--- config.mk ---
export PLATFORM = sky130hd
export DESIGN_NAME = fwop_ctrl
export DESIGN_NICKNAME = d
export VERILOG_FILES = /design/src/fwop_pkg.sv /design/src/fwop_ctrl.sv
export SDC_FILE = /design/constraint.sdc
export NUM_CORES = 1
export LEC_CHECK = 0
export ABC_CLOCK_PERIOD_IN_PS = 3160
export BUFFER_PORTS_ARGS = -buffer_cell sky130_fd_sc_hd__buf_2
export CELL_PAD_IN_SITES_DETAIL_PLACEMENT = 0
export CELL_PAD_IN_SITES_GLOBAL_PLACEMENT = 1
export CORE_AREA = 2 2 76 96
export DETAILED_ROUTE_END_ITERATION = 7
export DIE_AREA = 0 0 78 98
export PLACE_DENSITY_LB_ADDON = 0.25
export SYNTH_ARGS = -nofsm -noshare
export SYNTH_HDL_FRONTEND = slang
export SYNTH_SLANG_ARGS = --single-unit
--- constraint.sdc ---
create_clock -name clk -period 3.16 [get_ports clk]
set_input_delay 0.158 -clock clk [delete_from_list [all_inputs] [get_ports clk]]
set_output_delay 0.158 -clock clk [all_outputs]
set_load 0.02 [all_outputs]
--- src/fwop_pkg.sv ---
// ----------------------------------------------------------------------------
// fwop_pkg: shared definitions for the FIFO with overflow policy
// Command, mode, status and action codes, register indexes, defaults and
// the flag bundle passed from the queue control to the result stage.
// ----------------------------------------------------------------------------
`default_nettype none

package fwop_pkg;

	localparam int CAPACITY_DEF   = 256;
	localparam int WORD_WIDTH_DEF = 32;

	localparam int CMD_W    = 2;
	localparam int IO_WORD_W = 32;
	localparam int CFG_W    = 9;
	localparam int CFG_IDX_W = 1;

	localparam logic [CFG_W-1:0] LIMIT_RESET = 9'd200;

	localparam logic [CMD_W-1:0] CMD_PUSH  = 2'd0;
	localparam logic [CMD_W-1:0] CMD_POP   = 2'd1;
	localparam logic [CMD_W-1:0] CMD_FLUSH = 2'd2;

	localparam logic [1:0] MODE_FLUSH = 2'd0;
	localparam logic [1:0] MODE_RING  = 2'd1;

	localparam logic [1:0] ST_OK     = 2'd0;
	localparam logic [1:0] ST_EMPTY  = 2'd1;
	localparam logic [1:0] ST_REJECT = 2'd2;

	localparam logic [1:0] ACT_NONE  = 2'd0;
	localparam logic [1:0] ACT_DROP  = 2'd1;
	localparam logic [1:0] ACT_FLUSH = 2'd2;

	localparam logic [CFG_IDX_W-1:0] CFG_DEPTH_LIMIT = 1'b0;
	localparam logic [CFG_IDX_W-1:0] CFG_FILL_MODE   = 1'b1;

	typedef struct packed {
		logic [1:0] status;
		logic [1:0] action;
		logic       pop_hit;
	} result_flags_t;

endpackage

`default_nettype wire

--- src/fwop_ctrl.sv ---
// ----------------------------------------------------------------------------
// fwop_ctrl: queue pointers, entry count and overflow policy
// Decodes one command per step, applies the policy at the depth limit and
// drives the storage write and read ports.
// ----------------------------------------------------------------------------
`default_nettype none

module fwop_ctrl #(
	parameter int CAPACITY = 256
) (
	input  wire logic                          clk,
	input  wire logic                          arst_n,
	input  wire logic                          step,
	input  wire logic [fwop_pkg::CMD_W-1:0]    cmd,
	input  wire logic [fwop_pkg::CFG_W-1:0]    depth_limit,
	input  wire logic [1:0]                    fill_mode,
	output fwop_pkg::result_flags_t            flags,
	output logic      [$clog2(CAPACITY+1)-1:0] count_next,
	output logic                               mem_we,
	output logic      [$clog2(CAPACITY)-1:0]   mem_waddr,
	output logic                               mem_re,
	output logic      [$clog2(CAPACITY)-1:0]   mem_raddr
);

	import fwop_pkg::*;

	localparam int PTR_W = $clog2(CAPACITY);
	localparam int CNT_W = $clog2(CAPACITY + 1);
	localparam int CMP_W = (CFG_W > CNT_W) ? CFG_W : CNT_W;

	logic [PTR_W-1:0] rd_ptr_q;
	logic [PTR_W-1:0] wr_ptr_q;
	logic [CNT_W-1:0] count_q;

	logic [PTR_W-1:0] rd_ptr_n;
	logic [PTR_W-1:0] wr_ptr_n;
	logic [CNT_W-1:0] count_n;
	logic [CMP_W-1:0] limit;
	logic [CMP_W-1:0] limit_cfg;
	logic             at_limit;
	logic             full;
	logic             nonempty;
	logic             store;
	logic             we_c;
	logic             re_c;
	result_flags_t    flags_c;

	function automatic logic [PTR_W-1:0] next_ptr(input logic [PTR_W-1:0] p);
		return (p == PTR_W'(CAPACITY - 1)) ? '0 : p + 1'b1;
	endfunction

	// The limit in effect never exceeds the physical capacity.
	assign limit_cfg = CMP_W'(depth_limit);
	assign limit     = (limit_cfg > CMP_W'(CAPACITY)) ? CMP_W'(CAPACITY) : limit_cfg;
	assign at_limit  = CMP_W'(count_q) >= limit;
	assign full      = count_q == CNT_W'(CAPACITY);
	assign nonempty  = count_q != '0;

	always_comb begin
		rd_ptr_n = rd_ptr_q;
		wr_ptr_n = wr_ptr_q;
		count_n  = count_q;
		store    = 1'b0;
		re_c     = 1'b0;
		flags_c  = '{status: ST_OK, action: ACT_NONE, pop_hit: 1'b0};

		unique case (cmd)
			CMD_PUSH: begin
				store = 1'b1;
				if (at_limit) begin
					case (fill_mode)
						MODE_FLUSH: begin
							if (nonempty) begin
								flags_c.action = ACT_FLUSH;
							end
							rd_ptr_n = wr_ptr_q;
							count_n  = '0;
						end
						MODE_RING: begin
							if (nonempty) begin
								flags_c.action = ACT_DROP;
								rd_ptr_n = next_ptr(rd_ptr_q);
								count_n  = count_q - 1'b1;
							end
						end
						default: begin
							if (full) begin
								flags_c.status = ST_REJECT;
								store = 1'b0;
							end
						end
					endcase
				end
				if (store) begin
					wr_ptr_n = next_ptr(wr_ptr_q);
					count_n  = count_n + 1'b1;
				end
			end
			CMD_POP: begin
				if (nonempty) begin
					re_c            = 1'b1;
					flags_c.pop_hit = 1'b1;
					rd_ptr_n        = next_ptr(rd_ptr_q);
					count_n         = count_q - 1'b1;
				end else begin
					flags_c.status = ST_EMPTY;
				end
			end
			CMD_FLUSH: begin
				rd_ptr_n = wr_ptr_q;
				count_n  = '0;
			end
			default: begin
			end
		endcase
	end

	assign we_c = store;

	always_ff @(posedge clk or negedge arst_n) begin
		if (!arst_n) begin
			rd_ptr_q <= '0;
			wr_ptr_q <= '0;
			count_q  <= '0;
		end else if (step) begin
			rd_ptr_q <= rd_ptr_n;
			wr_ptr_q <= wr_ptr_n;
			count_q  <= count_n;
		end
	end

	assign flags      = flags_c;
	assign count_next = count_n;
	assign mem_we     = step & we_c;
	assign mem_waddr  = wr_ptr_q;
	assign mem_re     = step & re_c;
	assign mem_raddr  = rd_ptr_q;

endmodule

`default_nettype wire

==> reports/qor.csv, run 1 <==
metric,value,unit
dpl.hpwl,6090,microns
area_delta_synth_final,39.8,%
critPathRequiredTime,3.00,ns
dieArea,7640,sq um
gp_congestion,0.958,
worst_clock_skew,0.00722,ns
cts.sinks,25,
overflow,0,
violations,setup timing,
clockBufferDepth,2,
end_kind,output pin,
numCtsBuffers,3,
drive_gt1_share,36.1,%
syn_inst,312,
rsz0062_at_grt,yes,
grt_pass1_vias,2808,
crit_arrival,3.27,ns
async_reset_ff_share,100,%
insertion_delay,0.28,ns
p_per_area,467,nW/um^2
status,"complete, but fails checks",
critPathKind,flop to output pin,
ir_worst_vdd,259,uV
power,1580,uW
grt_busiest_layer,met2,
io_buffer_count,47,
cts_tree,done,
start_util,35.6,%
maxSlewHeadroom,40.6,%
fill_cells,692,
post_drt_via_cell_ratio,5.75,
fmax,292,MHz
grt_usage,22.7,%
antenna_cells,0,
root_buffer,clkbuf_8,
dr.pass1.iters,4,
synth_warnings,0,
synth_top_cell_by_area,dfrtp_1,
setup_tns,-1.44,ns
synth_top_area_share,25.8,%
fin_nets,430,
use_met2,41.9,%
synth_seq_cells,25,
cp-start-kind,flop,
power_leakage,0.00151,uW
syn_nets,345,
synth_flop_cell,dfrtp_1,
ant_nets,0,
worst_pin_slew,0.892,ns
cts_max_level,1,
final_common_cell,buf_4,
final_cell_mix,"buf_4 (44), buf_2 (43), nand2_1 (39)",
hold_path.class,input pin to flop,
wl_per_cell,17.7,microns
timing.final.ws_setup,-0.266,ns
drv_cap,0,
cts.clk_slew.worst_paths,0.10,ns
drc,0,
totalWireLength,8610,microns
setup_violations,9,
syn_area,2420,sq um
grt_max_degree,26,
rows,34,
fin_crit,3.43,ns
die_y,98,microns
antenna_found_initial,0,
grt_pass1_wl,14000,microns
vias,2796,
met1_usage,26.7,%
synth_edf_count,0,
final_core_util,49.7,%
cp_max_fo,6,
finalHoldViolations,0,
yosys.cell_types.count,62,
worst-r2r-setup-slack,0.03,ns
post-route-period-util,108,%
dr.first_iter.drc_count,287,
die_w,78,microns
met3_usage,2.96,%
core-area,6810,sq um
synth_area_leaders,"dfrtp_1 (26%), ha_1 (8.8%), o21ai_0 (6.6%), nand2_1 (6.4%), a21oi_1 (4.5%)",
ios,48,
yosysSeqAreaShare,25.8,%
avgSynthCellArea,7.76,sq um
drv_slew,0,
## cell usage after synthesis (3+ instances only)
| cell | instances |
|---|---|
| a221oi_1 | 4 |
| a21o_1 | 3 |
| xnor2_1 | 7 |
| o21ai_0 | 32 |
| o31ai_1 | 3 |
| nor4_1 | 4 |
| nand2b_1 | 5 |
| nand2_1 | 41 |
| nor3_1 | 7 |
| ha_1 | 17 |
| dfrtp_1 | 25 |
| clkbuf_1 | 10 |
| a22oi_1 | 9 |
| and3_1 | 3 |
| xor2_1 | 3 |
| nand3_1 | 8 |
| a311oi_2 | 3 |
| nand4_1 | 7 |
| or3_1 | 3 |
| nor2_1 | 23 |
| o211ai_1 | 4 |
| mux2i_1 | 3 |
| a21oi_1 | 22 |
| inv_1 | 16 |
## through the flow
| step | instances | cell area [sq um] | hold WS (ns) | worst slack, ns |
|---|---|---|---|---|
| floorplan | 312 | 2490 | -0.138 | -0.0571 |
| global placement | 467 | 3000 | 0.218 | -0.0358 |
| detailed placement | 467 | 3000 | 0.205 | -0.0729 |
| CTS | 484 | 3320 | 0.259 | -0.235 |
| global route | 486 | 3390 | 0.272 | -0.390 |
| finish | 486 | 3390 | 0.277 | -0.266 |
## area by class of cell
| type | count | area, sq um | share of cell area [%] |
|---|---|---|---|
| inverter | 18 | 67.6 | 2.00 |
| tap | 90 | 113 | 3.33 |
| clock buffer | 3 | 41.3 | 1.22 |
| sequential | 25 | 626 | 18.5 |
| clock inverter | 1 | 5.00 | 0.148 |
| multi-input combinational | 255 | 1910 | 56.4 |
| timing repair buffer | 94 | 623 | 18.4 |
## worst max-delay path, stage by stage (launching register included)
cell and delay, ns:
dfrtp_1 0.40, inv_2 0.11, ha_4 0.21, nand2b_4 0.13
a41o_1 0.19, a311oi_2 0.34, buf_4 0.22, buf_6 0.11
o21ai_4 0.06, a222oi_1 0.33, buf_4 0.22, nand4_1 0.18
nor3_2 0.21, a211o_1 0.17, buf_6 0.12
## routing by layer
layer	up-vias	wire length (microns)
li1	1339	-
met1	1340	3420
met2	97	4490
met3	20	437
met4	0	261
met5	-	0
## cell families (layout without fill, tap and decap cells)
family,after synthesis,count (layout),share of synthesized area [%]
buffers and inverters,32,116,5.37
AOI/OAI and AO/OA,107,107,30.2
DFF,25,25,25.8
and+or+nand+nor,118,118,24.9
muxes,3,3,1.24
adders and majority gates,17,17,8.79
xor gates and xnor gates,10,10,3.62
## where the power goes
part           leakage [uW]  switching, uW  internal, uW
Clock             0.0000255            119          88.7
Combinational       0.00116            500           406
Sequential         0.000325           87.6           378
Total               0.00151            707           873
## path summary, 6_finish.rpt
check | startpoint | endpoint | cells after the start
max | count_q[0] | count_next[7] | 14
min | step | count_q[0] | 2
max reg2reg | count_q[7] | count_q[6] | 13
min reg2reg | mem_raddr[1] | mem_raddr[1] | 2
max in group asynchronous | arst_n | mem_raddr[5] | 2
min in group asynchronous | arst_n | mem_raddr[7] | 2
## flip-flops by register name, summed over array words and instances (netlist names)
name and count:
count_q 9, mem_waddr 8, mem_raddr 8
## timing repair
action / in CTS / in global routing
gates cloned: 1 / 0
hold endpoints to repair: 25 / 0
gates resized for setup: 32 / 11
hold buffers: 1 / 0
pin swaps: 29 / 14
setup buffers: 11 / 5
endpoints found under the setup margin: 8 / 13
(Power assumes the default switching activity.)
==> run 2, diff against run 1 <==
--- a/config.mk
+++ b/config.mk
@@ -9,9 +9,9 @@
 export BUFFER_PORTS_ARGS = -buffer_cell sky130_fd_sc_hd__buf_2
 export CELL_PAD_IN_SITES_DETAIL_PLACEMENT = 0
 export CELL_PAD_IN_SITES_GLOBAL_PLACEMENT = 1
-export CORE_AREA = 2 2 76 96
+export CORE_AREA = 2 2 78 98
 export DETAILED_ROUTE_END_ITERATION = 7
-export DIE_AREA = 0 0 78 98
+export DIE_AREA = 0 0 80 100
 export PLACE_DENSITY_LB_ADDON = 0.25
 export SYNTH_ARGS = -nofsm -noshare
 export SYNTH_HDL_FRONTEND = slang
==> reports/qor.csv, run 2 (synthesis gave the netlist of run 1 again) <==
metric,value,unit,change
status,"complete, but fails checks",,
violations,setup timing,,
start_util,33.7,%,-1.9 points
timing.final.ws_setup,-0.283,ns,-0.0172 ns
drc,0,,unchanged
insertion_delay,0.28,ns,about the same
hold_start,step,,
ios,48,,unchanged
numCtsBuffers,3,,unchanged
fmax,290,MHz,-0.50%
rsz0062_at_grt,yes,,
post-route-period-util,109,%,+0.55 points
crit_path_cell_trace,ha_4 -> and4_4 -> nor3b_4 -> a311oi_2 -> buf_2 -> buf_4 -> o311ai_2 -> nand2_1 -> a21o_2 -> a311oi_2 -> a21oi_1 -> buf_2,,
cp-start-kind,flop,,
die_w,80,microns,+2.6%
rr_endpoint,count_q[7],,
grt_pass1_vias,2700,,-3.8%
largest_reg_flops,9,,unchanged
cts_tree,done,,
final_cell_mix,"buf_2 (42), nand2_1 (39), buf_4 (39)",,
worst_clock_skew,0.00819,ns,+0.000972 ns
grt_max_degree,26,,unchanged
dpl.hpwl,6040,microns,-0.80%
path_buf_inv,3,,-2
setup_violations,8,,-1
critPathKind,flop to output pin,,
root_buffer,clkbuf_8,,
cts.sinks,25,,unchanged
power_leakage,0.00148,uW,-2.1%
overflow,0,,unchanged
fin_crit,3.44,ns,+0.0172 ns
dr.first_iter.drc_count,147,,-49%
area_delta_synth_final,38.0,%,
ant_nets,0,,unchanged
drv_cap,0,,unchanged
end_kind,output pin,,
worst_pin_slew,0.865,ns,-0.0264 ns
p_per_area,462,nW/um^2,-1.0%
rows,35,,+2.9%
cts_max_level,1,,unchanged
crit_arrival,3.28,ns,about the same
worst-r2r-setup-slack,0.11,ns,+0.08 ns
grt_usage,21.2,%,-1.5 points
dp_slack,-0.141,ns,-0.0679 ns
holdPathStages,2,,unchanged
ir_worst_vdd,277,uV,+6.7%
cp_max_fo,3,,-3
core-area,7180,sq um,+5.5%
final_core_util,46.5,%,-3.2 points
post_drt_via_cell_ratio,5.61,,-2.4%
gp_congestion,0.887,,-7.4%
crit_family,compound AO/OA/AOI/OAI gates,,
critPathRequiredTime,3.00,ns,about the same
final_area,3340,sq um,-1.3%
final_common_cell,buf_2,,
io_buffer_count,47,,unchanged
dpl_cell_area,2980,sq um,-0.42%
worstHoldEndpoint,count_q[5],,
fin_hold_ws,0.275,ns,-0.00191 ns
finalHoldViolations,0,,unchanged
crit_cells,12,,-2
wl_per_cell,17.4,microns,-1.6%
power,1540,uW,-2.3%
r2r_start,count_q[7],,
clockBufferDepth,2,,unchanged
dieArea,8000,sq um,+4.7%
totalWireLength,8410,microns,-2.2%
vias,2711,,-3.0%
antenna_cells,0,,unchanged
grt_pass1_wl,13300,microns,-4.9%
drv_slew,0,,unchanged
reg2regPathDepth,13,,unchanged
hold_path.class,input pin to flop,,
slowest_delay,0.44,ns,+0.04 ns
die_y,100,microns,+2.0%
cts.clk_slew.worst_paths,0.10,ns,about the same
maxSlewHeadroom,42.3,%,+1.8 points
drive_gt1_share,35.3,%,-0.82 points
cp_slowest_cell,dfrtp_1,,
antenna_found_initial,0,,unchanged
fin_nets,425,,-1.2%
dr.pass1.iters,4,,unchanged
regMostFlops,count_q,,
run 2: what timing repair did:
item                                    in CTS  in global routing
hold endpoints to repair                    25                  0
hold buffers                                 1                  0
endpoints found under the setup margin       9                 14
setup buffers                                9                  4
cloned                                       1                  0
pin swaps                                   17                 17
gates resized for setup                     21                 24
run 2: report_power, final:
group | total (uW) | switching, uW | internal, uW
sequential | 468 | 89.8 | 378
clock | 205 | 115 | 90.5
combinational | 869 | 486 | 383
run 2: cell type report:
cell class / count / area, sq um
Fill cell: 751 / 3840
Multi-Input combinational cell: 255 / 1890
Sequential cell: 25 / 626
Timing Repair Buffer: 89 / 592
Tap cell: 92 / 115
Inverter: 18 / 70.1
Clock buffer: 4 / 45.0
run 2: how the worst max path moves through the flow:
stage	start	endpoint	slack, ns
final	count_q[7]	count_next[5]	-0.28
after global routing	count_q[7]	count_next[5]	-0.45
after CTS	count_q[7]	count_next[4]	-0.27
after detailed placement	depth_limit[8]	count_next[5]	-0.14
after global placement	depth_limit[8]	count_next[6]	-0.12
after floorplan	count_q[0]	count_next[4]	-0.06
run 2: layer usage:
layer	vias up	wire length, microns	global-route usage [%]
li1	1332	-	-
met1	1275	3460	24.9
met2	84	4350	39.0
met3	20	356	2.43
met4	0	240	7.82
met5	-	0	0
run 2: per-stage QoR:
stage | TNS [ns] | std cells
2_1_floorplan | -0.0760 | 312
3_3_place_gp | -0.389 | 467
3_5_place_dp | -0.638 | 467
4_1_cts | -1.72 | 482
5_1_grt | -3.07 | 483
6_report | -1.47 | 483
